### src/sv/lsd_rs_pkg.sv
// ----------------------------------------------------------------------------
// lsd_rs_pkg
// Shared widths, microcode format and control program of the radix sorter.
// ----------------------------------------------------------------------------
package lsd_rs_pkg;

   localparam int VAL_W      = 31;
   localparam int TDATA_W    = ((VAL_W + 7) / 8) * 8;
   localparam int MAX_ITEMS  = 64;
   localparam int DIGIT_BASE = 10;
   localparam int ADDR_W     = (MAX_ITEMS > 1) ? $clog2(MAX_ITEMS) : 1;
   localparam int CNT_W      = $clog2(MAX_ITEMS + 1);
   localparam int DIGIT_W    = $clog2(DIGIT_BASE);
   localparam int WORD_W     = 2 * VAL_W;
   localparam int DIV_STEPS  = 2;
   localparam int DIV_CNT_W  = $clog2(DIV_STEPS + 1);
   localparam int STEP_W     = 5;

   // scaled reciprocal of the digit base, exact for every VAL_W-bit dividend
   localparam int RECIP_SHIFT = VAL_W + DIGIT_W;
   localparam int RECIP_W     = VAL_W + 1;
   localparam int PROD_W      = VAL_W + RECIP_W;
   localparam logic [RECIP_W-1:0] RECIP_MUL =
      RECIP_W'(((64'd1 << RECIP_SHIFT) + 64'(DIGIT_BASE) - 64'd1) / 64'(DIGIT_BASE));

   // jump conditions of a control word
   typedef enum logic [3:0] {
      COND_NEVER,
      COND_ALWAYS,
      COND_NOT_ACC_LAST,
      COND_MAX_ZERO,
      COND_DIV_BUSY,
      COND_NOT_IDX_LAST,
      COND_NOT_IDX_ZERO,
      COND_NOT_J_LAST,
      COND_OUT_BUSY
   } cond_type;

   typedef struct packed {
      logic load_en;
      logic cnt_clear;
      logic idx_zero;
      logic rd_en;
      logic div_item;
      logic div_max;
      logic count_inc;
      logic idx_inc;
      logic pfx;
      logic idx_top;
      logic place_wr;
      logic idx_dec;
      logic sel_toggle;
      logic max_load;
      logic out_load;
      logic set_clear;
   } ctl_type;

   typedef struct packed {
      logic acc_last;
      logic max_zero;
      logic div_busy;
      logic idx_last;
      logic idx_zero;
      logic j_last;
      logic out_busy;
   } stat_type;

   typedef struct packed {
      cond_type            cond;
      logic [STEP_W-1:0]   target;
      ctl_type             ctl;
   } ucode_type;

   // program addresses
   localparam logic [STEP_W-1:0] S_LOAD     = 5'd0;
   localparam logic [STEP_W-1:0] S_PASS     = 5'd1;
   localparam logic [STEP_W-1:0] S_CNT_RD   = 5'd2;
   localparam logic [STEP_W-1:0] S_CNT_DIV  = 5'd3;
   localparam logic [STEP_W-1:0] S_CNT_WAIT = 5'd4;
   localparam logic [STEP_W-1:0] S_CNT_ADD  = 5'd5;
   localparam logic [STEP_W-1:0] S_PFX      = 5'd6;
   localparam logic [STEP_W-1:0] S_PL_RD    = 5'd7;
   localparam logic [STEP_W-1:0] S_PL_DIV   = 5'd8;
   localparam logic [STEP_W-1:0] S_PL_WAIT  = 5'd9;
   localparam logic [STEP_W-1:0] S_PL_WR    = 5'd10;
   localparam logic [STEP_W-1:0] S_MX_DIV   = 5'd11;
   localparam logic [STEP_W-1:0] S_MX_WAIT  = 5'd12;
   localparam logic [STEP_W-1:0] S_MX_UPD   = 5'd13;
   localparam logic [STEP_W-1:0] S_EM_RD    = 5'd14;
   localparam logic [STEP_W-1:0] S_EM_OUT   = 5'd15;
   localparam logic [STEP_W-1:0] S_EM_NEXT  = 5'd16;
   localparam logic [STEP_W-1:0] S_DONE     = 5'd17;

   function automatic ucode_type lsd_rs_ucode(input logic [STEP_W-1:0] step);
      ucode_type w;
      w        = '0;
      w.cond   = COND_NEVER;
      w.target = S_LOAD;
      case (step)
         S_LOAD: begin
            w.ctl.load_en = 1'b1;
            w.cond = COND_NOT_ACC_LAST;  w.target = S_LOAD;
         end
         S_PASS: begin
            w.ctl.cnt_clear = 1'b1;
            w.ctl.idx_zero  = 1'b1;
            w.cond = COND_MAX_ZERO;  w.target = S_EM_RD;
         end
         S_CNT_RD:   w.ctl.rd_en = 1'b1;
         S_CNT_DIV:  w.ctl.div_item = 1'b1;
         S_CNT_WAIT: begin
            w.cond = COND_DIV_BUSY;  w.target = S_CNT_WAIT;
         end
         S_CNT_ADD: begin
            w.ctl.count_inc = 1'b1;
            w.ctl.idx_inc   = 1'b1;
            w.cond = COND_NOT_IDX_LAST;  w.target = S_CNT_RD;
         end
         S_PFX: begin
            w.ctl.pfx     = 1'b1;
            w.ctl.idx_top = 1'b1;
            w.cond = COND_NOT_J_LAST;  w.target = S_PFX;
         end
         S_PL_RD:   w.ctl.rd_en = 1'b1;
         S_PL_DIV:  w.ctl.div_item = 1'b1;
         S_PL_WAIT: begin
            w.cond = COND_DIV_BUSY;  w.target = S_PL_WAIT;
         end
         S_PL_WR: begin
            w.ctl.place_wr = 1'b1;
            w.ctl.idx_dec  = 1'b1;
            w.cond = COND_NOT_IDX_ZERO;  w.target = S_PL_RD;
         end
         S_MX_DIV: begin
            w.ctl.div_max    = 1'b1;
            w.ctl.sel_toggle = 1'b1;
         end
         S_MX_WAIT: begin
            w.cond = COND_DIV_BUSY;  w.target = S_MX_WAIT;
         end
         S_MX_UPD: begin
            w.ctl.max_load = 1'b1;
            w.cond = COND_ALWAYS;  w.target = S_PASS;
         end
         S_EM_RD:  w.ctl.rd_en = 1'b1;
         S_EM_OUT: begin
            w.ctl.out_load = 1'b1;
            w.cond = COND_OUT_BUSY;  w.target = S_EM_OUT;
         end
         S_EM_NEXT: begin
            w.ctl.idx_inc = 1'b1;
            w.cond = COND_NOT_IDX_LAST;  w.target = S_EM_RD;
         end
         S_DONE: begin
            w.ctl.set_clear = 1'b1;
            w.cond = COND_ALWAYS;  w.target = S_LOAD;
         end
         default: begin
            w.cond = COND_ALWAYS;  w.target = S_LOAD;
         end
      endcase
      return w;
   endfunction

endpackage

### src/sv/lsd_rs_div.sv
// ----------------------------------------------------------------------------
// lsd_rs_div
// Divider by the digit base through a scaled reciprocal.
// ----------------------------------------------------------------------------
module lsd_rs_div (
   input  logic                           clock,
   input  logic                           reset,
   input  logic                           start,
   input  logic [lsd_rs_pkg::VAL_W-1:0]   dividend,
   output logic                           busy,
   output logic [lsd_rs_pkg::VAL_W-1:0]   quotient,
   output logic [lsd_rs_pkg::DIGIT_W-1:0] remainder
);
   import lsd_rs_pkg::*;

   logic [VAL_W-1:0]     arg_ff, arg_in;
   logic [VAL_W-1:0]     quo_ff, quo_in;
   logic [DIGIT_W-1:0]   rem_ff, rem_in;
   logic [DIV_CNT_W-1:0] cnt_ff, cnt_in;
   logic [PROD_W-1:0]    prod;
   logic [DIGIT_W-1:0]   q_low;

   // forms the quotient first, then the digit from the low bits
   always_comb begin
      prod  = PROD_W'(arg_ff) * PROD_W'(RECIP_MUL);
      q_low = quo_ff[DIGIT_W-1:0];

      arg_in = arg_ff;
      quo_in = quo_ff;
      rem_in = rem_ff;
      cnt_in = cnt_ff;
      if (start) begin
         arg_in = dividend;
         cnt_in = DIV_CNT_W'(DIV_STEPS);
      end else if (cnt_ff == DIV_CNT_W'(DIV_STEPS)) begin
         quo_in = VAL_W'(prod[PROD_W-1:RECIP_SHIFT]);
         cnt_in = cnt_ff - DIV_CNT_W'(1);
      end else if (cnt_ff != '0) begin
         rem_in = arg_ff[DIGIT_W-1:0] - DIGIT_W'(q_low * DIGIT_W'(DIGIT_BASE));
         cnt_in = cnt_ff - DIV_CNT_W'(1);
      end
   end

   always_ff @(posedge clock) begin
      if (reset) begin
         cnt_ff <= '0;
      end else begin
         cnt_ff <= cnt_in;
      end
      arg_ff <= arg_in;
      quo_ff <= quo_in;
      rem_ff <= rem_in;
   end

   assign busy      = (cnt_ff != '0);
   assign quotient  = quo_ff;
   assign remainder = rem_ff;

endmodule

### config.mk
export PLATFORM = sky130hd
export DESIGN_NAME = lsd_rs_div
export DESIGN_NICKNAME = d
export VERILOG_FILES = /design/src/sv/lsd_rs_pkg.sv /design/src/sv/lsd_rs_div.sv
export SDC_FILE = /design/constraint.sdc
export NUM_CORES = 1
export LEC_CHECK = 0
export ABC_AREA = 1
export BUFFER_PORTS_ARGS = -buffer_cell sky130_fd_sc_hd__buf_2
export CAP_MARGIN = 15
export CORE_ASPECT_RATIO = 1.5
export CORE_MARGIN = 8
export CORE_UTILIZATION = 65
export DETAILED_ROUTE_END_ITERATION = 7
export HOLD_SLACK_MARGIN = 0.05
export PLACE_DENSITY = 0.84
export REMOVE_ABC_BUFFERS = 1
export SYNTH_ARGS = -nofsm -noshare
export SYNTH_HDL_FRONTEND = slang
export SYNTH_SLANG_ARGS = --single-unit
export TNS_END_PERCENT = 100
### constraint.sdc
create_clock -name clock -period 15.7 [get_ports clock]
set_input_delay 0 -clock clock [delete_from_list [all_inputs] [get_ports clock]]
set_output_delay 0 -clock clock [all_outputs]
set_load 0.01 [all_outputs]
==> impl_results.md <==
* CP dominant cell by count: inv_1
* Overflow after GRT at 0
* CP peak stage delay at 0.68 ns
* H-tree lvl count at 3
* CTS buffer count at 9
* Chip Height at 207 um
* Antenna viol nets, final at 0
* Slew @ Worst Pin at 1.01 ns
* Max Root-Sink Buffers at 2
* Post-route setup TNS at 0 ns
* Mapped Area at 15,800 um2
* Layout area overhead at 8.58%
* CTS sink count at 65
* Drt drc at 0
* Final Hold Violating Endpoints at 0
* Vias/cell at 5.46
* Core Area at 24,200 um2
* Yosys reg bits at 65
* CP Data Required Time at 15.81 ns
* Final setup vio count at 0
* N_diodes at 0
* Die Width at 143 um
* Syn_area_per_cell at 8.37 um2
* Top cell type by total area after synthesis: fa_1
* Largest net degree at the start of global routing at 37
* # IOs at 70
* Avg WL per Cell at 20.0 um
* Netlist cell types at 32
* GRT Overall Usage at 34.0%
* Row Count at 70
* HP Class: in -> reg
* Ys flop type: edfxtp_1
* Initial core utilization at 65.5%
* Post-synth EDFFs at 63
* Fillers at 1,936
* Status: completed
* Multi-input logic area at 12,000 um2
* Global placer's final weighted congestion at 1.03
* Startpoint Class: flip-flop
* CTS tree: built
* Skew-Pair Late Insertion Delay at 0.37 ns
* Clock Root Buffer: clkbuf_16
* Critical Path Fanout Max at 5
* Area of the die at 29,700 um2
* Initial antenna violation count at 0
* Synth Warn # at 0
* Reg area at 1930 um2
* DRT iter0 DRCs at 707
* Largest cells by area after synthesis: fa_1 29%, ha_1 24%, edfxtp_1 12%, inv_1 12%, nand2_1 9.3%
* Tmin final at 7.24 ns
* Final Max Slew Viols at 0
* Crit. End Element: flip-flop
* First-pass GRT wire length at 75,600 um
* Final Instance Count excl. Fillers at 2,328
* Top-area cell type share of the netlist area at 29.3%
* Nets at 2,568
* Most frequent cell after synthesis: inv_1
* Fmax at 0.138 GHz
* Max_slew headroom at 32.7%
* Vias in the first global route at 14,500
* Clk pin slew, worst setup/hold paths at 0.06 ns
* Tcrit/Tclk final at 46.1%
* Max cap viols at 0
* Post-CTS setup buffer count at 0
* First drt pass iteration count at 6
* Slowest cell on crit path: fa_1
* Vias at 12,700
* Clock Skews at 0.0183 ns
* Layout cells sized above 1 at 6.49%
* Sequential fraction of the synthesis area at 12.2%
* Final Routed Wirelength at 46,600 um
* Mapped Cells at 1,891
* Crit path kind: reg -> reg
* DP Wirelength at 40,900 um
* Arrival time worst endpoint at 7.36 ns
* Async S/R FF share, synth at 0%
* Leading cell types by count after synthesis: 491 x inv_1, 394 x nand2_1, 303 x ha_1
* RSZ-0062 raised after global routing: false
* Dpl cells at 2,280
* Port Buffer Count at 66
[worst max-delay path: cells and delay by family (launching register included)]
family,cells,cell delay [ns]
adder cells (fa/ha/maj),9,4.07
buffers and inverters,9,0.91
flip-flops,1,0.43
XOR/XNOR,1,0.42
AND/OR/NAND/NOR,8,1.20
[through the flow]
step	util, %	worst slack [ns]	cell area, um2	hold WS (ns)
global placement	68.5	8.75	16600	0.176
floorplan	-	9.59	15800	0.0785
global route	71.1	8.15	17200	0.350
CTS	71.1	8.56	17200	0.336
detailed placement	68.5	8.58	16600	0.178
finish	71.1	8.46	17200	0.346
[worst paths after layout]
path	from	to	slack, ns	cells past startpoint
hold reg to reg	cnt_ff[0]$_SDFFE_PP0P_	cnt_ff[0]$_SDFFE_PP0P_	0.48	1
setup reg to reg	arg_ff[23]$_DFFE_PP_	quotient[14]$_DFFE_PP_	8.46	27
setup / recovery	arg_ff[23]$_DFFE_PP_	quotient[14]$_DFFE_PP_	8.46	27
hold / removal	dividend[15]	arg_ff[15]$_DFFE_PP_	0.35	2
[cells in the final DEF (no fill, tap or decap), types with 2 or more instances in the layout]
| cell | count |
|---|---|
| nor2_1 | 110 |
| xnor2_1 | 12 |
| dlygate4sd3_1 | 32 |
| nor3_2 | 8 |
| clkinvlp_4 | 2 |
| edfxtp_1 | 63 |
| dfxtp_1 | 2 |
| inv_1 | 491 |
| nand2_1 | 394 |
| ha_1 | 303 |
| clkbuf_16 | 9 |
| o21bai_1 | 7 |
| bufinv_16 | 2 |
| nor2_2 | 18 |
| o21a_1 | 2 |
| clkinv_1 | 3 |
| o21ai_0 | 43 |
| nor3_1 | 7 |
| a21o_1 | 6 |
| conb_1 | 3 |
| a21oi_1 | 79 |
| nor2_4 | 3 |
| buf_2 | 66 |
| nand4_1 | 14 |
| inv_2 | 17 |
| nand3_1 | 48 |
| fa_1 | 232 |
| xor2_1 | 18 |
| or2_2 | 2 |
[registers in the layout, indices dropped and copies added (netlist names)]
signal	flops
remainder	4
quotient	28
arg_ff	31
cnt_ff	2
[logic make-up (layout without fill, tap and decap cells)]
| kind of cell | count (synthesis) | in the layout | share of synthesized area, % |
|---|---|---|---|
| xor+xnor | 30 | 30 | 1.66 |
| buf+inv | 513 | 624 | 12.2 |
| fa+ha+maj | 535 | 535 | 53.3 |
| simple gates | 607 | 607 | 15.9 |
| compound gates | 140 | 140 | 4.69 |
| other cells | 1 | 3 | 0.0237 |
| flops | 65 | 65 | 12.2 |
[final cells by class]
class / instances / share of cell area (%)
inverter: 509 / 11.1
timing repair buffer: 99 / 3.83
multi-input combinational: 1315 / 69.6
clock inverter: 6 / 0.480
clock buffer: 10 / 1.33
tap: 324 / 2.36
sequential: 65 / 11.2
[routing by layer]
layer,GRT usage [%],part of all wire (%),up-vias
met5,0,0,-
met4,25.4,8.6,0
met3,5.46,5.2,190
met2,59.4,51,453
met1,35.8,36,6055
li1,-,-,6005
[repair_timing]
action | CTS | global route
endpoints found under the hold margin | 33 | 0
gates resized for setup | 0 | 0
hold buffers | 32 | 0
Power is left out: the tool's default activity adds up to more than one toggle a clock period on the data nets, which glitch-free logic cannot reach.
