## src/sv/lsd_rs_ram.sv

```systemverilog
// ----------------------------------------------------------------------------
// lsd_rs_ram
// Generic single-write, single-read RAM with registered read data.
// ----------------------------------------------------------------------------
module lsd_rs_ram #(
   parameter int WIDTH  = 8,
   parameter int DEPTH  = 16,
   parameter int ADDR_W = (DEPTH > 1) ? $clog2(DEPTH) : 1
) (
   input  logic              clock,
   input  logic              wr_en,
   input  logic [ADDR_W-1:0] wr_addr,
   input  logic [WIDTH-1:0]  wr_data,
   input  logic              rd_en,
   input  logic [ADDR_W-1:0] rd_addr,
   output logic [WIDTH-1:0]  rd_data
);

   logic [WIDTH-1:0] mem_ff [DEPTH];
   logic [WIDTH-1:0] rd_data_ff;

   always_ff @(posedge clock) begin
      if (wr_en) begin
         mem_ff[wr_addr] <= wr_data;
      end
      if (rd_en) begin
         rd_data_ff <= mem_ff[rd_addr];
      end
   end

   assign rd_data = rd_data_ff;

endmodule

```

## config.mk

```make
export PLATFORM = sky130hd
export DESIGN_NAME = lsd_rs_ram
export DESIGN_NICKNAME = d
export VERILOG_FILES = /design/src/sv/lsd_rs_ram.sv
export SDC_FILE = /design/constraint.sdc
export NUM_CORES = 1
export LEC_CHECK = 0
export BUFFER_PORTS_ARGS = -buffer_cell sky130_fd_sc_hd__buf_2
export CORE_ASPECT_RATIO = 0.8
export CORE_UTILIZATION = 40
export CTS_CLUSTER_SIZE = 12
export DETAILED_ROUTE_END_ITERATION = 8
export RECOVER_POWER = 25
export SLEW_MARGIN = 10
export SYNTH_ARGS = -nofsm -noshare
export SYNTH_HDL_FRONTEND = slang
export SYNTH_SLANG_ARGS = --single-unit
```

## constraint.sdc

```tcl
create_clock -name clock -period 2.8 [get_ports clock]
set_clock_uncertainty 0.1 [all_clocks]
set_input_delay 0.56 -clock clock [delete_from_list [all_inputs] [get_ports clock]]
set_output_delay 0.56 -clock clock [all_outputs]
set_load 0.02 [all_outputs]
```

==> impl_metrics.tcl, run 1 <==
set metrics [dict create \
    status "finished, final reports clean" \
    drc 0 \
    seqPwrFrac_pct 49.2 \
    synthTopCellsByArea "edfxtp_1, mux4_2, mux4_1" \
    p_sw_share_pct 19.7 \
    core_area_mm2 0.0125 \
    start_kind "input port" \
    worstMarginPinSlew_ns 0.707 \
    rsz0062_at_grt "no" \
    root_buffer "clkbuf_16" \
    h-tree-depth 4 \
    fin_crit_ns 1.91 \
    cts-buffers-inserted 17 \
    clock_sinks 136 \
    post-route-period-util_pct 68.3 \
    cp_max_fo 11 \
    drt_iter0_markers 197 \
    gp_congestion 0.746 \
    fmax_mhz 523 \
    hold_buffers 0 \
    crit_required_ns 2.86 \
    p_per_area_mw_per_mm2 751 \
    syn-num-nets 248 \
    synth_area_mm2 0.00523 \
    vias_per_cell 5.18 \
    vias 2420 \
    fin_util_pct 50.1 \
    yosys_warnings 0 \
    drive_above_1_share_pct 29.7 \
    cts.clk_slew.worst_paths_ns 0.06 \
    synth_top_cell_by_area "edfxtp_1" \
    cts_resized 0 \
    clockBufferDepth 2 \
    power_mw 4.69 \
    crit_arrival_ns 1.97 \
    start_util_pct 41.9 \
    hold_viol 0 \
    seqCellArea_mm2 0.00408 \
    die_w_um 130 \
    synth_area_per_cell_um2 22.8 \
    postRouteAntennaNets 0 \
    p_comb_share_pct 4.6 \
    grtUsageTotal_pct 16.0 \
    grt_pass1_wl_um 15000 \
    worstSetupEndpointType "flip-flop" \
    p_leak_nw 2.08 \
    grt_pass1_vias 2502 \
    synth_seq_cells 136 \
    p_switching_mw 0.925 \
    tritoncts "built" \
    io_buffers 26 \
    clockPowerShare_pct 46.2 \
    maxCapViolCount 0 \
    antenna_found_initial 0 \
    setup_violations 0 \
    ys_types 18 \
    dieArea_mm2 0.0135 \
    syn_to_final_growth_pct 19.6 \
    grt_max_degree 23 \
    nets 303 \
    drv_slew 0 \
    finalSetupTns_ns 0 \
    multi_input_area_mm2 0.00106 \
    netlist.area_leader.share_pct 78.1 \
    diodes 0 \
    row_count 36 \
    grt-ovfl-total 0 \
    fill_cells 1032 \
    routed_wl_um 9730 \
    hold_class "in -> reg" \
    wire_per_inst_um 20.8 \
    yosysSeqAreaShare_pct 78.1 \
    post_cts_buffers 0 \
    firstDrtPassIters 4 \
    whs_ns 0.419 \
    maxSlewHeadroom_pct 52.8 \
    place_hpwl_um 6340 \
    die_y_um 104 \
    path_class "in -> reg" \
    ios 27 \
    netlist_instances 229 \
    irDropWorstVdd_uv 457 \
    insertion_delay_ns 0.41 \
    p_int_mw 3.77 \
]
## power groups by stage
stage	sequential, mW	clock [mW]	combinational (mW)
2_1_floorplan	2.36	0	0.116
3_3_place_gp	2.35	0	0.218
3_5_place_dp	2.35	0	0.223
4_1_cts	2.31	2.21	0.223
5_1_grt	2.31	2.30	0.235
6_report	2.31	2.17	0.216
## synthesized netlist by cell type (all sizes together)
cell type      count
a22oi             16
and2               1
and2b              1
buf                7
clkdlybuf4s25      3
edfxtp           136
mux4              32
nand2              9
nand2b             2
nand3              1
nand3b             2
nor2              13
nor2b              1
nor3               4
or3b               1
## flip-flops by register name, indices dropped and copies added, names as in the netlist
signal and count:
mem_ff 128, rd_data 8
## layout make-up
cell class | count | area share (%)
tap | 171 | 3.42
clock buffer | 17 | 6.81
multi-input combinational | 83 | 16.9
clock inverter | 14 | 2.54
sequential | 136 | 65.3
timing repair buffer | 46 | 4.96
## per-layer routing
| layer | vias up | GRT usage (%) | share of wire [%] |
|---|---|---|---|
| met5 | - | 0 | 0 |
| met4 | 0 | 6.73 | 1.4 |
| met3 | 13 | 4.37 | 7.0 |
| met2 | 70 | 23.0 | 45 |
| met1 | 1247 | 23.0 | 46 |
| li1 | 1090 | - | - |
## placed cells by master, fill, tap and decap left out
cell type	netlist	routed
clkinvlp_4	0	5
nand3b_1	2	2
nand3_1	1	1
a22oi_1	16	16
buf_4	1	17
mux4_1	14	14
and2b_1	1	1
nor2b_1	1	1
nor3_1	4	4
or3b_2	1	1
nand2b_1	2	2
buf_2	3	20
clkbuf_1	0	6
clkbuf_16	0	17
mux4_2	18	18
clkinv_4	0	1
bufinv_16	0	3
and2_1	1	1
clkinv_1	0	2
clkinv_2	0	3
nand2_1	9	9
buf_12	0	3
edfxtp_1	136	136
nor2_1	13	13
## through the flow
step / setup WS, ns / std cells / instance area (um2)
after floorplan: 0.647 / 229 / 5230
after global placement: 0.424 / 436 / 5670
after detailed placement: 0.429 / 436 / 5670
after CTS: 0.873 / 467 / 6260
after global routing: 0.805 / 467 / 6250
final: 0.886 / 467 / 6250
## worst max-delay path, cell delays in order
cell and delay, ns:
buf_2 0.31, buf_12 0.20, mux4_1 0.58, a22oi_1 0.25
nand2_1 0.07
## cells by family (layout without fill, tap and decap cells)
kind of cell / after synthesis / count (layout) / share of synthesized area (%)
buffers and inverters: 10 / 77 / 1.65
and+or+nand+nor: 35 / 35 / 3.14
muxes: 32 / 32 / 14.8
AOI/OAI and AO/OA: 16 / 16 / 2.30
DFF: 136 / 136 / 78.1
## worst paths after layout
kind,start,to,slack (ns),cells past startpoint
setup / recovery,rd_addr[0],rd_data[3]$_DFFE_PP_,0.89,5
hold / removal,rd_en,rd_data[2]$_DFFE_PP_,0.42,1
setup reg to reg,mem_ff[3][6]$_DFFE_PP_,rd_data[6]$_DFFE_PP_,1.24,3
hold reg to reg,mem_ff[8][3]$_DFFE_PP_,rd_data[3]$_DFFE_PP_,0.65,3
(Power assumes the default switching activity.)
==> run 2, diff against run 1 <==
Clock period 2.8 ns to 1.9 ns, I/O delays scaled along.
==> run 2 against run 1 <==
Non-clock buffer count increased by 4. Clock power increased by 45%. Hold slack got worse by 0.16 ns. Sequential share of layout area decreased by 0.34 points. Global-route usage increased by 1.3 points. Clock-buffer cell count increased by 3. Critical path depth unchanged. Wire length increased by 5.7%. First-iteration DRC count decreased by 4.6%. Sequential power increased by 47%. Total power increased by 47%. Critical path type unchanged. Critical endpoint unchanged. Largest power group unchanged.
==> impl_metrics.tcl, run 2 (synthesis results as in run 1) <==
set metrics [dict create \
    status "finished, final reports clean" \
    post_cts_buffers 0 \
    row_count 36 \
    syn_to_final_growth_pct 20.2 \
    post-route-period-util_pct 84.4 \
    die_w_um 130 \
    fin_util_pct 50.4 \
    drive_above_1_share_pct 29.6 \
    clock_sinks 136 \
    path_class "in -> reg" \
    grt_pass1_wl_um 15900 \
    place_hpwl_um 6880 \
    use_met1_pct 25.3 \
    irDropWorstVdd_uv 683 \
    grtUsageTotal_pct 17.3 \
    crit_required_ns 1.95 \
    most-common-layout-cells "edfxtp_1, buf_2, buf_4" \
    drt_iter0_markers 188 \
    fmax_mhz 624 \
    cts-buffers-inserted 17 \
    hold_buffers 0 \
    wire_per_inst_um 21.8 \
    start_util_pct 41.9 \
    reg2reg_slack_ns 0.33 \
    insertion_delay_ns 0.40 \
    io_buffers 26 \
    drc 0 \
    worstSetupEndpointType "flip-flop" \
    rsz0062_at_grt "no" \
    postRouteAntennaNets 0 \
    reg2reg_depth 3 \
    tritoncts "built" \
    die_y_um 104 \
    maxSlewHeadroom_pct 47.6 \
    cp_max_fo 14 \
    dieArea_mm2 0.0135 \
    drv_slew 0 \
    p_per_area_mw_per_mm2 1100 \
    gp_congestion 0.692 \
    core_area_mm2 0.0125 \
    nets 307 \
    firstDrtPassIters 4 \
    vias 2478 \
    power_mw 6.88 \
    routed_wl_um 10300 \
    hold_depth 1 \
    maxCapViolCount 0 \
    antenna_found_initial 0 \
    finalSetupTns_ns 0 \
    mostFrequentLayoutCell "edfxtp_1" \
    fin_crit_ns 1.60 \
    p_leak_nw 2.12 \
    largest_reg_flops 128 \
    root_buffer "clkbuf_16" \
    clockBufferDepth 2 \
    diodes 0 \
    grt_pass1_vias 2577 \
    h-tree-depth 4 \
    grt-ovfl-total 0 \
    reg2reg_to "rd_data[3]$_DFFE_PP_" \
    top_usage_layer "met1" \
    ios 27 \
    met2_usage_pct 23.8 \
    cts_resized 0 \
    vias_per_cell 5.25 \
    start_kind "input port" \
    reg2reg_from "mem_ff[1][3]$_DFFE_PP_" \
    hold_start "rd_en" \
    cts.clk_slew.worst_paths_ns 0.05 \
    hold_class "in -> reg" \
    crit_arrival_ns 1.66 \
    grt_util_met3_pct 7.20 \
    setup_violations 0 \
    max_flop_register "mem_ff" \
    worstMarginPinSlew_ns 0.785 \
    crit_start "rd_addr[0]" \
    grt_max_degree 19 \
    hold_viol 0 \
    min_to "rd_data[7]$_DFFE_PP_" \
]
## run 2: changes by cell type in the layout (fill, tap and decap cells not counted)
cell and delta:
clkinv_1 +2, nor3_2 +1, nor3_1 -1, clkbuf_1 +3, clkinv_2 +1, clkinv_4 -1, clkinvlp_4 -4, buf_4 +3
buf_12 +1
## run 2: stage by stage
stage | area [um2] | setup WS [ns] | cells | hold WS, ns
after floorplan | 5230 | 0.138 | 229 | 0.379
after global placement | 5720 | -0.142 | 440 | 0.635
after CTS | 6290 | 0.283 | 472 | 0.235
final | 6280 | 0.296 | 472 | 0.254
after detailed placement | 5720 | -0.160 | 440 | 0.646
after global routing | 6280 | 0.248 | 472 | 0.227
## run 2: how the worst max path moves through the flow
stage | cells after the start | to
after floorplan | 5 | rd_data[1]$_DFFE_PP_
after detailed placement | 5 | rd_data[3]$_DFFE_PP_
final | 5 | rd_data[3]$_DFFE_PP_
after global routing | 3 | rd_data[1]$_DFFE_PP_
after global placement | 5 | rd_data[1]$_DFFE_PP_
after CTS | 5 | rd_data[1]$_DFFE_PP_
## run 2: metal layers
layer,share of wire [%],wire length [um]
met4,0.27,28
met1,46,4700
met5,0,0
met2,45,4660
met3,8.8,901
## run 2: area by class of cell
| type | instances | area, um2 |
|---|---|---|
| Fill cell | 1008 | 6190 |
| Sequential cell | 136 | 4080 |
| Multi-Input combinational cell | 83 | 1060 |
| Clock buffer | 20 | 437 |
| Timing Repair Buffer | 50 | 353 |
| Tap cell | 171 | 214 |
| Clock inverter | 12 | 133 |
## run 2: critical path: stages
cell and delay [ns]:
buf_2 0.17, buf_12 0.18, mux4_1 0.57, a22oi_1 0.25, nand2_1 0.08
## run 2: power breakdown
part	total (mW)	switching (mW)	internal, mW
clock network	3.15	1.11	2.03
registers	3.40	0.0201	3.38
logic	0.333	0.192	0.141
total	6.88	1.33	5.56
==> run 3, diff against run 2 <==
Settings changed: ABC_AREA from default to 1.
Clock period 1.9 ns to 1.6 ns, I/O delays scaled along.
==> run 3 against run 2 <==
Total power increased by 19%. Global-route usage rose by 2.4 points. Highest routed layer unchanged. Sequential share of layout area is 5.4 points lower. Final cell count rose by 68%. Combinational power grew 56%. Hold slack worse by 0.010 ns. Via count increased by 56%. Synthesized cell count grew 140%.
==> impl_metrics.tcl, run 3 <==
set metrics [dict create \
    status "finished, final reports clean" \
    post_cts_buffers 0 \
    root_buffer "clkbuf_16" \
    grt_max_degree 42 \
    clockBufferDepth 2 \
    cp_max_fo 1 \
    p_sw_share_pct 23.1 \
    hold_viol 0 \
    largest_reg_flops 128 \
    crit_path_end "rd_data[3]" \
    final_area_mm2 0.00685 \
    critPathTopFamily "flip-flops" \
    fin_crit_ns 1.46 \
    reg2reg_from "mem_ff[1][5]$_DFFE_PP_" \
    setup_violations 0 \
    mostFrequentLayoutCell "nand2_1" \
    p_int_mw 6.30 \
    place_hpwl_um 8270 \
    cpPeakStageDelay_ns 0.43 \
    synth_area_per_cell_um2 10.6 \
    syn_to_final_growth_pct 17.2 \
    drive_above_1_share_pct 12.8 \
    netlist.area_leader.share_pct 69.8 \
    cts.clk_slew.worst_paths_ns 0.06 \
    clockPowerShare_pct 44.4 \
    syn-num-nets 570 \
    maxSlewHeadroom_pct 47.9 \
    hold_buffers 0 \
    postRouteAntennaNets 0 \
    nets 616 \
    seqPwrFrac_pct 49.2 \
    grt_pass1_vias 3624 \
    crit_required_ns 1.18 \
    post_dp_cell_area_mm2 0.00630 \
    setup_ws_ns 0.136 \
    path_class "reg -> out" \
    crit_arrival_ns 1.04 \
    hold_start "wr_data[5]" \
    yosys.area_share.simple_pct 20.8 \
    synthAdderAreaFrac_pct 0 \
    finalSetupTns_ns 0 \
    grt_pass1_wl_um 21100 \
    synthTopCellsByCount "nand2_1, edfxtp_1, inv_1" \
    reg2reg_to "rd_data[5]$_DFFE_PP_" \
    power_mw 8.20 \
    worstMarginPinSlew_ns 0.781 \
    post-route-period-util_pct 91.5 \
    wire_per_inst_um 16.9 \
    yosys_warnings 0 \
    maxCapViolCount 0 \
    routed_wl_um 13400 \
    reg2reg_depth 6 \
    die_y_um 110 \
    synth_top_cell_by_area "edfxtp_1" \
    slowest_stage "edfxtp_1" \
    cts_resized 0 \
    drt_iter0_markers 277 \
    synthXorXnorAreaFrac_pct 0 \
    grtUsageTotal_pct 19.7 \
    dieArea_mm2 0.0151 \
    p_leak_nw 2.93 \
    synthTopCellsByArea "edfxtp_1, nand2_1, nand3_1" \
    cp_cell_sequence "buf_2" \
    worstSetupEndpointType "output pin" \
    core_area_mm2 0.0143 \
    crit_start "rd_data[3]$_DFFE_PP_" \
    synth_top_family_by_area "simple AND/OR/NAND/NOR gates" \
    synthArstFlopShare_pct 0 \
    synth_seq_cells 136 \
    ys_types 11 \
    io_buffers 26 \
    synth.most_common_cell "nand2_1" \
    h-tree-depth 4 \
    fill_cells 1319 \
    crit_buf_inv 1 \
    synth_mux_area_share_pct 0 \
    yosysSeqAreaShare_pct 69.8 \
    drv_slew 0 \
    synth-edff-count 136 \
    irDropWorstVdd_uv 852 \
    diodes 0 \
    ios 27 \
    ys.flop_type "edfxtp_1" \
    fmax_mhz 683 \
    clock_sinks 136 \
    pre_cts_slack_ns -0.0752 \
    synth_area_mm2 0.00585 \
    most-common-layout-cells "nand2_1, edfxtp_1, inv_1" \
    whs_ns 0.244 \
    antenna_found_initial 0 \
    cts-buffers-inserted 17 \
    vias_per_cell 4.88 \
    gp_congestion 0.779 \
    die_w_um 137 \
    p_comb_share_pct 6.3 \
    firstDrtPassIters 5 \
    max_flop_register "mem_ff" \
    p_switching_mw 1.90 \
    grt-ovfl-total 0 \
    synth_compound_area_share_pct 0 \
    cp_num_cells 1 \
    tritoncts "built" \
    row_count 39 \
    start_util_pct 40.9 \
    hold_class "in -> reg" \
    start_kind "flip-flop" \
    insertion_delay_ns 0.43 \
    drc 0 \
    vias 3877 \
    netlist_instances 551 \
    p_per_area_mw_per_mm2 1200 \
    rsz0062_at_grt "no" \
    reg2reg_slack_ns 0.39 \
]
==> run 3: cell types whose count changed after synthesis, sizes merged, moves of 2 or more <==
cell,previous run,this run
nand2,9,173
inv,0,102
nand3,1,97
mux4,32,0
buf,7,24
a22oi,16,0
nor2,13,17
nor3,4,0
clkdlybuf4s25,3,0
nand2b,2,0
==> run 3: worst min-delay path by stage <==
stage	slack [ns]	depth (start not counted)	to
6_report	0.24	1	mem_ff[2][5]$_DFFE_PP_
5_1_grt	0.24	1	mem_ff[4][0]$_DFFE_PP_
3_3_place_gp	0.61	1	rd_data[1]$_DFFE_PP_
2_1_floorplan	0.32	0	mem_ff[0][0]$_DFFE_PP_
4_1_cts	0.17	1	rd_data[1]$_DFFE_PP_
3_5_place_dp	0.61	1	rd_data[1]$_DFFE_PP_
==> run 3: final cells by class <==
cell class              count  area, um2  share of cell area (%)
well taps                 184        230                    3.36
repair buffers             51        385                    5.62
clock buffers              17        425                    6.21
clock inverters            15        131                    1.92
multi-input cells         289       1210                    17.7
flip-flops and latches    136       4080                    59.6
inverters                 102        383                    5.59
==> run 3: cell families (layout without fill, tap and decap cells) <==
logic type,count (synthesis),count (layout)
flops,136,136
simple gates,289,289
buf+inv,126,185
==> run 3: power groups by stage <==
stage,Sequential (mW),Clock (mW),Combinational [mW]
global placement,4.11,0,0.517
CTS,4.04,3.71,0.527
finish,4.04,3.64,0.520
floorplan,4.13,0,0.281
detailed placement,4.11,0,0.524
global route,4.04,3.87,0.577
==> run 3: per-layer routing <==
layer / vias up / track usage [%] / part of all wire (%)
li1: 1879 / - / -
met1: 1860 / 29.1 / 49
met2: 124 / 27.9 / 43
met3: 14 / 5.35 / 6.9
met4: 0 / 6.75 / 1.3
met5: - / 0 / 0
==> run 3: through the flow <==
| step | util [%] | std cells |
|---|---|---|
| final | 47.9 | 794 |
| after global routing | 47.9 | 794 |
| after CTS | 48.0 | 794 |
| after detailed placement | 44.1 | 762 |
| after global placement | 44.1 | 762 |
| after floorplan | - | 551 |
