==> src/sv/lsd_rs_pkg.sv <==
// ----------------------------------------------------------------------------
// lsd_rs_pkg
// Shared widths, microcode format and control program of the radix sorter.
// ----------------------------------------------------------------------------
package lsd_rs_pkg;

   localparam int VAL_W      = 31;
   localparam int TDATA_W    = ((VAL_W + 7) / 8) * 8;
   localparam int MAX_ITEMS  = 64;
   localparam int DIGIT_BASE = 10;
   localparam int ADDR_W     = (MAX_ITEMS > 1) ? $clog2(MAX_ITEMS) : 1;
   localparam int CNT_W      = $clog2(MAX_ITEMS + 1);
   localparam int DIGIT_W    = $clog2(DIGIT_BASE);
   localparam int WORD_W     = 2 * VAL_W;
   localparam int DIV_STEPS  = 2;
   localparam int DIV_CNT_W  = $clog2(DIV_STEPS + 1);
   localparam int STEP_W     = 5;

   // scaled reciprocal of the digit base, exact for every VAL_W-bit dividend
   localparam int RECIP_SHIFT = VAL_W + DIGIT_W;
   localparam int RECIP_W     = VAL_W + 1;
   localparam int PROD_W      = VAL_W + RECIP_W;
   localparam logic [RECIP_W-1:0] RECIP_MUL =
      RECIP_W'(((64'd1 << RECIP_SHIFT) + 64'(DIGIT_BASE) - 64'd1) / 64'(DIGIT_BASE));

   // jump conditions of a control word
   typedef enum logic [3:0] {
      COND_NEVER,
      COND_ALWAYS,
      COND_NOT_ACC_LAST,
      COND_MAX_ZERO,
      COND_DIV_BUSY,
      COND_NOT_IDX_LAST,
      COND_NOT_IDX_ZERO,
      COND_NOT_J_LAST,
      COND_OUT_BUSY
   } cond_type;

   typedef struct packed {
      logic load_en;
      logic cnt_clear;
      logic idx_zero;
      logic rd_en;
      logic div_item;
      logic div_max;
      logic count_inc;
      logic idx_inc;
      logic pfx;
      logic idx_top;
      logic place_wr;
      logic idx_dec;
      logic sel_toggle;
      logic max_load;
      logic out_load;
      logic set_clear;
   } ctl_type;

   typedef struct packed {
      logic acc_last;
      logic max_zero;
      logic div_busy;
      logic idx_last;
      logic idx_zero;
      logic j_last;
      logic out_busy;
   } stat_type;

   typedef struct packed {
      cond_type            cond;
      logic [STEP_W-1:0]   target;
      ctl_type             ctl;
   } ucode_type;

   // program addresses
   localparam logic [STEP_W-1:0] S_LOAD     = 5'd0;
   localparam logic [STEP_W-1:0] S_PASS     = 5'd1;
   localparam logic [STEP_W-1:0] S_CNT_RD   = 5'd2;
   localparam logic [STEP_W-1:0] S_CNT_DIV  = 5'd3;
   localparam logic [STEP_W-1:0] S_CNT_WAIT = 5'd4;
   localparam logic [STEP_W-1:0] S_CNT_ADD  = 5'd5;
   localparam logic [STEP_W-1:0] S_PFX      = 5'd6;
   localparam logic [STEP_W-1:0] S_PL_RD    = 5'd7;
   localparam logic [STEP_W-1:0] S_PL_DIV   = 5'd8;
   localparam logic [STEP_W-1:0] S_PL_WAIT  = 5'd9;
   localparam logic [STEP_W-1:0] S_PL_WR    = 5'd10;
   localparam logic [STEP_W-1:0] S_MX_DIV   = 5'd11;
   localparam logic [STEP_W-1:0] S_MX_WAIT  = 5'd12;
   localparam logic [STEP_W-1:0] S_MX_UPD   = 5'd13;
   localparam logic [STEP_W-1:0] S_EM_RD    = 5'd14;
   localparam logic [STEP_W-1:0] S_EM_OUT   = 5'd15;
   localparam logic [STEP_W-1:0] S_EM_NEXT  = 5'd16;
   localparam logic [STEP_W-1:0] S_DONE     = 5'd17;

   function automatic ucode_type lsd_rs_ucode(input logic [STEP_W-1:0] step);
      ucode_type w;
      w        = '0;
      w.cond   = COND_NEVER;
      w.target = S_LOAD;
      case (step)
         S_LOAD: begin
            w.ctl.load_en = 1'b1;
            w.cond = COND_NOT_ACC_LAST;  w.target = S_LOAD;
         end
         S_PASS: begin
            w.ctl.cnt_clear = 1'b1;
            w.ctl.idx_zero  = 1'b1;
            w.cond = COND_MAX_ZERO;  w.target = S_EM_RD;
         end
         S_CNT_RD:   w.ctl.rd_en = 1'b1;
         S_CNT_DIV:  w.ctl.div_item = 1'b1;
         S_CNT_WAIT: begin
            w.cond = COND_DIV_BUSY;  w.target = S_CNT_WAIT;
         end
         S_CNT_ADD: begin
            w.ctl.count_inc = 1'b1;
            w.ctl.idx_inc   = 1'b1;
            w.cond = COND_NOT_IDX_LAST;  w.target = S_CNT_RD;
         end
         S_PFX: begin
            w.ctl.pfx     = 1'b1;
            w.ctl.idx_top = 1'b1;
            w.cond = COND_NOT_J_LAST;  w.target = S_PFX;
         end
         S_PL_RD:   w.ctl.rd_en = 1'b1;
         S_PL_DIV:  w.ctl.div_item = 1'b1;
         S_PL_WAIT: begin
            w.cond = COND_DIV_BUSY;  w.target = S_PL_WAIT;
         end
         S_PL_WR: begin
            w.ctl.place_wr = 1'b1;
            w.ctl.idx_dec  = 1'b1;
            w.cond = COND_NOT_IDX_ZERO;  w.target = S_PL_RD;
         end
         S_MX_DIV: begin
            w.ctl.div_max    = 1'b1;
            w.ctl.sel_toggle = 1'b1;
         end
         S_MX_WAIT: begin
            w.cond = COND_DIV_BUSY;  w.target = S_MX_WAIT;
         end
         S_MX_UPD: begin
            w.ctl.max_load = 1'b1;
            w.cond = COND_ALWAYS;  w.target = S_PASS;
         end
         S_EM_RD:  w.ctl.rd_en = 1'b1;
         S_EM_OUT: begin
            w.ctl.out_load = 1'b1;
            w.cond = COND_OUT_BUSY;  w.target = S_EM_OUT;
         end
         S_EM_NEXT: begin
            w.ctl.idx_inc = 1'b1;
            w.cond = COND_NOT_IDX_LAST;  w.target = S_EM_RD;
         end
         S_DONE: begin
            w.ctl.set_clear = 1'b1;
            w.cond = COND_ALWAYS;  w.target = S_LOAD;
         end
         default: begin
            w.cond = COND_ALWAYS;  w.target = S_LOAD;
         end
      endcase
      return w;
   endfunction

endpackage

==> src/sv/lsd_rs_seq.sv <==
// ----------------------------------------------------------------------------
// lsd_rs_seq
// Step counter and control store; issues one control word per cycle.
// ----------------------------------------------------------------------------
module lsd_rs_seq (
   input  logic                  clock,
   input  logic                  reset,
   input  lsd_rs_pkg::stat_type  stat,
   output lsd_rs_pkg::ctl_type   ctl
);
   import lsd_rs_pkg::*;

   logic [STEP_W-1:0] step_ff, step_in;
   ucode_type         word;
   logic              take;

   assign word = lsd_rs_ucode(step_ff);

   always_comb begin
      case (word.cond)
         COND_NEVER:        take = 1'b0;
         COND_ALWAYS:       take = 1'b1;
         COND_NOT_ACC_LAST: take = !stat.acc_last;
         COND_MAX_ZERO:     take = stat.max_zero;
         COND_DIV_BUSY:     take = stat.div_busy;
         COND_NOT_IDX_LAST: take = !stat.idx_last;
         COND_NOT_IDX_ZERO: take = !stat.idx_zero;
         COND_NOT_J_LAST:   take = !stat.j_last;
         COND_OUT_BUSY:     take = stat.out_busy;
         default:           take = 1'b1;
      endcase
      step_in = take ? word.target : step_ff + STEP_W'(1);
   end

   always_ff @(posedge clock) begin
      if (reset) begin
         step_ff <= S_LOAD;
      end else begin
         step_ff <= step_in;
      end
   end

   assign ctl = word.ctl;

endmodule

==> config.mk <==
export PLATFORM = sky130hd
export DESIGN_NAME = lsd_rs_seq
export DESIGN_NICKNAME = d
export VERILOG_FILES = /design/src/sv/lsd_rs_pkg.sv /design/src/sv/lsd_rs_seq.sv
export SDC_FILE = /design/constraint.sdc
export NUM_CORES = 1
export LEC_CHECK = 0
export BUFFER_PORTS_ARGS = -buffer_cell sky130_fd_sc_hd__buf_2
export CAP_MARGIN = 20
export CORE_MARGIN = 5
export CORE_UTILIZATION = 54
export CTS_CLUSTER_SIZE = 25
export DETAILED_ROUTE_END_ITERATION = 10
export PLACE_DENSITY = 0.83
export RECOVER_POWER = 50
export SETUP_SLACK_MARGIN = 0.2
export SLEW_MARGIN = 10
export SYNTH_ARGS = -nofsm -noshare
export SYNTH_HDL_FRONTEND = slang
export SYNTH_SLANG_ARGS = --single-unit
==> constraint.sdc <==
create_clock -name clock -period 7.8 [get_ports clock]
set_clock_uncertainty 0.2 [all_clocks]
set_input_delay 1.17 -clock clock [delete_from_list [all_inputs] [get_ports clock]]
set_output_delay 1.17 -clock clock [all_outputs]
set_load 0.005 [all_outputs]
==> results of run 1 <==
-- layout make-up --
type | instances | area, µm² | area share [%]
Multi-Input combinational cell | 87 | 625.6 | 69.44
Tap cell | 16 | 20.02 | 2.222
Inverter | 4 | 15.01 | 1.667
Sequential cell | 5 | 100.1 | 11.11
Timing Repair Buffer | 24 | 113.9 | 12.64
Clock buffer | 4 | 26.28 | 2.917
-- critical path: cells and delay by family, from the launching register on --
kind	cells	cell delay, ns
flops	1	0.82
fa+ha+maj	1	0.29
simple gates	1	0.28
buf+inv	1	0.16
-- layer usage --
metal | track usage (%) | vias up
met1 | 24.18 | 398
li1 | - | 423
met3 | 2.752 | 4
met2 | 28.91 | 34
met4 | 8.520 | 0
met5 | 0 | -
-- how the worst max path moves through the flow --
| stage | from | slack [ns] | cells after the start | endpoint |
|---|---|---|---|---|
| after floorplan | step_ff[0] | 5.22 | 5 | ctl[5] |
| after global placement | step_ff[2] | 4.90 | 3 | ctl[1] |
| after detailed placement | step_ff[2] | 4.92 | 3 | ctl[1] |
| after CTS | step_ff[2] | 4.62 | 3 | ctl[1] |
| after global routing | step_ff[2] | 4.51 | 3 | ctl[1] |
| final | step_ff[2] | 4.64 | 3 | ctl[1] |
-- logic make-up after synthesis --
logic type / count (synthesis)
xor gates and xnor gates: 3
and+or+nand+nor: 54
muxes: 3
DFF: 5
AOI/OAI and AO/OA: 22
buffers and inverters: 15
adders and majority gates: 5
-- where the power goes --
group	internal [mW]	leakage, nW	switching, mW
Clock	0.0193	0.0150	0.0104
Combinational	0.114	0.328	0.131
Sequential	0.0340	0.0408	0.0269
-- per-stage QoR --
step	power [mW]	util, %	instance area, µm²	instances	setup WS [ns]
floorplan	0.2710	-	823.3	107	5.218
global placement	0.3124	60.71	893.4	136	4.904
detailed placement	0.3184	60.71	893.4	136	4.916
CTS	0.3499	62.50	919.6	140	4.622
global route	0.3694	61.22	900.9	140	4.506
finish	0.3357	61.22	900.9	140	4.642
-- cell usage in the layout (no fill, tap or decap), types with 4 or more instances in the layout --
| master | instances |
|---|---|
| buf_2 | 19 |
| inv_1 | 4 |
| dfxtp_1 | 5 |
| nand2b_1 | 4 |
| nand2_1 | 5 |
| nor2_1 | 17 |
| ha_1 | 5 |
| clkbuf_1 | 5 |
| nor3_1 | 6 |
| and3_1 | 4 |
==> impl_metrics.json, run 1 <==
{
  "synthMostInstantiatedCell": "nor2_1",
  "synth_edf_count": 0,
  "ir_worst_vdd_mv": 0.2202,
  "path_class": "register to primary output",
  "synth_compound_area_share_pct": 23.25,
  "fmax_mhz": 316.7,
  "whs_endpoint": "step_ff[0]",
  "syn-cell-area_um2": 823.3,
  "regToRegStartpoint": "step_ff[2]",
  "postCtsSetupRepairBufs": 0,
  "wirelength_met1_um": 912,
  "clk-insertion-delay-late_ns": 0.24,
  "synth_flop_cell": "dfxtp_1",
  "synth_top_area_share_pct": 12.16,
  "p_leak_nw": 0.3837,
  "antennaDiodeCount": 0,
  "die_area_mm2": 0.002405,
  "tightest_slew_ns": 0.7796,
  "yosysWarnings": 0,
  "drt-pass1-iter-count": 4,
  "tns_ns": 0,
  "cp_cell_sequence": "and3_1 > ha_1 > buf_2",
  "hp-start": "step_ff[0]",
  "track_usage_pct": 18.34,
  "yosys_register_bits": 5,
  "cts_made_buffers": 3,
  "slew_violations": 0,
  "highest_layer": "met4",
  "powerDensity_mw_per_mm2": 372.7,
  "fin_crit_sh_pct": 40.48,
  "std_cell_rows": 14,
  "rsz0062_at_grt": "no",
  "syn_inst": 107,
  "hp-class": "register to register",
  "r2r_cells": 6,
  "max_cap_viol_count": 0,
  "grt_pass1_wl_um": 3615,
  "dieHeight_um": 49.05,
  "synth_top_area_cell": "dfxtp_1",
  "r2r-end": "step_ff[4]",
  "gr-total-overflow": 0,
  "cpPeakStageDelay_ns": 0.82,
  "layout.nets": 139,
  "drt-initial-drc-count": 38,
  "setup_viol": 0,
  "totalWireLength_um": 2087,
  "clkTransAtPathRegs_ns": 0.04,
  "cts.sinks": 5,
  "slowest_stage": "dfxtp_1",
  "drc": 0,
  "finalHoldViolCount": 0,
  "synthSimpleGateAreaFrac_pct": 36.32,
  "synthAdderAreaFrac_pct": 7.599,
  "wl_met2_um": 1011,
  "status": "complete, no violations",
  "gp_congestion": 0.9637,
  "detail-route-antenna-nets": 0,
  "start_util_pct": 55.95,
  "coreArea_mm2": 0.001471,
  "r2r_slack_ns": 4.84,
  "start_kind": "register",
  "numPortBuffers": 24,
  "syn-num-nets": 121,
  "grt_pass1_vias": 808,
  "critPathMaxFanout": 20,
  "synth_xor_area_share_pct": 5.471,
  "wl_met3_um": 139,
  "cts-resized-gates": 0,
  "h-tree-depth": 1,
  "wire_per_inst_um": 14.91,
  "critPathCaptureType": "primary output",
  "hold_depth": 2,
  "area_growth_pct": 9.422,
  "drive_gt1_share_pct": 23.39,
  "min_period_ns": 3.158,
  "antenna_found_initial": 0,
  "synth.distinct_cells": 48,
  "die_w_um": 49.05,
  "top_register": "step_ff",
  "critPathRequiredTime_ns": 6.43,
  "top_regs": "step_ff: 5 flops",
  "muxShareOfSynthArea_pct": 4.863,
  "hold_buffers": 0,
  "dpl.hpwl_um": 1657,
  "nFillCells": 156,
  "grt_max_degree": 21,
  "syn_avg_cell_area_um2": 7.694,
  "relSlewSlack_pct": 47.95,
  "synth_top_family_by_area": "simple AND/OR/NAND/NOR gates",
  "async_flop_share_pct": 0,
  "largest_reg_flops": 5,
  "num_vias": 859,
  "holdWs_ns": 0.4755,
  "crit_arrival_ns": 1.79,
  "root_buffer": "clkbuf_4",
  "cts_tree": "yes",
  "yosysSeqAreaShare_pct": 12.16,
  "clk_path_buf_depth": 2,
  "vias_per_cell": 6.136,
  "num_io_pins": 25,
  "synth_common_cells": "nor2_1, nor3_1",
  "yosys-top-cells-area": "dfxtp_1, nor2_1, ha_1"
}
No activity file was read; power rests on OpenSTA's default activity.
==> inputs of run 2 (changes only) <==
CORE_UTILIZATION = 45   (was 54)
PLACE_DENSITY = 0.74   (was 0.83)
clock period = 2.7 ns   (was 7.8 ns; I/O delays follow)
==> run 2 against run 1 <==
Net effect:
- flip-flop and latch count did not move
- final cell count is 19% higher
- critical path depth rose by 5
- final area is 30% higher
- hold slack worse by 0.19 ns
- combinational power grew to 4.6 times the previous value
- utilization up 6.7 points
- first-iteration DRC count down 11%
==> impl_metrics.json, run 2 (synthesis gave the netlist of run 1 again) <==
{
  "num_vias": 958,
  "slowest_stage": "or4_1",
  "final_util_pct": 67.90,
  "relSlewSlack_pct": 64.62,
  "vias_per_cell": 5.771,
  "drt-pass1-iter-count": 4,
  "tns_ns": 0,
  "most-common-layout-cells": "buf_2, nor2_1, buf_4",
  "top_regs": "step_ff: 5 flops",
  "path_class": "register to register",
  "start_kind": "register",
  "layout_setup_ws_ns": 0.2096,
  "fmax_mhz": 401.5,
  "layout.nets": 156,
  "crit_arrival_ns": 2.42,
  "antennaDiodeCount": 0,
  "drc": 0,
  "postPlaceCellArea_mm2": 0.001015,
  "std_cell_rows": 15,
  "antenna_found_initial": 0,
  "status": "complete, no violations",
  "cts_made_buffers": 3,
  "clkTransAtPathRegs_ns": 0.05,
  "hold_buffers": 0,
  "p_leak_nw": 0.4871,
  "coreArea_mm2": 0.001727,
  "totalWireLength_um": 2571,
  "root_buffer": "clkbuf_4",
  "drt-initial-drc-count": 34,
  "gr-total-overflow": 0,
  "ir_worst_vdd_mv": 0.6557,
  "hp-class": "input port to register",
  "wire_per_inst_um": 15.49,
  "grt_max_degree": 15,
  "drive_gt1_share_pct": 46.81,
  "setup_viol": 0,
  "cts_tree": "yes",
  "cts.sinks": 5,
  "slew_violations": 0,
  "largest_reg_flops": 5,
  "detail-route-antenna-nets": 0,
  "grt_pass1_vias": 934,
  "clk_path_buf_depth": 2,
  "tightest_slew_ns": 0.5259,
  "cp_cell_sequence": "inv_4 > ha_4 > or2b_4 > nor2_1 > a211o_1 > or4_1 > and3_4 > mux2_4",
  "clk-insertion-delay-late_ns": 0.25,
  "num_io_pins": 25,
  "rsz0062_at_grt": "yes",
  "dieHeight_um": 52.78,
  "path_delay_family": "simple AND/OR/NAND/NOR gates",
  "powerDensity_mw_per_mm2": 1170,
  "start_util_pct": 47.68,
  "cpPeakStageDelay_ns": 0.53,
  "place_ws_ns": 0.03070,
  "max_cap_viol_count": 0,
  "critPathRequiredTime_ns": 2.63,
  "holdWs_ns": 0.2823,
  "dpl.hpwl_um": 1871,
  "min_period_ns": 2.490,
  "h-tree-depth": 1,
  "track_usage_pct": 19.23,
  "cp_num_buf_inv": 1,
  "die_w_um": 52.78,
  "area_growth_pct": 42.40,
  "final_common_cell": "buf_2",
  "grt_pass1_wl_um": 4036,
  "critPathCaptureType": "register",
  "top_register": "step_ff",
  "gp_congestion": 0.8520,
  "final_cell_area_mm2": 0.001172,
  "critPathMaxFanout": 5,
  "die_area_mm2": 0.002785,
  "numPortBuffers": 24,
  "finalHoldViolCount": 0,
  "fin_crit_sh_pct": 92.24
}
run 2: worst register-to-register path: stages, from the launching register on:
cell     delay (ns)
dfxtp_4        0.38
inv_4          0.06
ha_4           0.17
or2b_4         0.22
nor2_1         0.07
a211o_1        0.26
or4_1          0.53
and3_4         0.20
mux2_4         0.28
run 2: where the power goes:
| group | internal (mW) | leakage, nW | switching, mW | total (mW) |
|---|---|---|---|---|
| Clock | 0.0561 | 0.0150 | 0.0341 | 0.0902 |
| Combinational | 0.577 | 0.430 | 0.558 | 1.13 |
| Sequential | 0.106 | 0.0422 | 0.0414 | 0.147 |
| Total | 0.738 | 0.487 | 0.633 | 1.37 |
run 2: final timing paths:
check             startpoint    endpoint  slack (ns)  depth (start not counted)
hold reg to reg   step_ff[0]  step_ff[0]        0.48                          2
setup reg to reg  step_ff[0]  step_ff[0]        0.21                          8
hold / removal         reset  step_ff[4]        0.28                          2
setup / recovery  step_ff[0]  step_ff[0]        0.21                          8
run 2: repair_timing:
action / 4_1_cts / 5_1_grt
cloned: 0 / 0
pin swaps: 4 / 7
setup endpoints to repair: 5 / 5
resized for setup: 13 / 11
buffers inserted: 2 / 3
run 2: layout make-up:
cell class                 count  area [µm²]
tap                           25       31.28
fill                         148       554.3
clock buffer                   4       26.28
timing repair buffer          41       255.2
sequential                     5       107.6
inverter                       4       17.52
multi-input combinational     87       734.5
run 2: layer usage:
metal	wire length (µm)	part of all wire [%]	track usage, %	vias to the layer above
li1	-	-	-	460
met1	1070	42	24.24	449
met2	1256	49	31.20	41
met3	191	7.4	5.128	8
met4	53	2.1	6.383	0
met5	0	0	0	-
run 2: metrics by stage:
step | total power, mW | cells
finish | 1.371 | 166
global route | 1.464 | 166
CTS | 1.256 | 163
detailed placement | 1.040 | 157
global placement | 1.024 | 157
floorplan | 0.7881 | 107
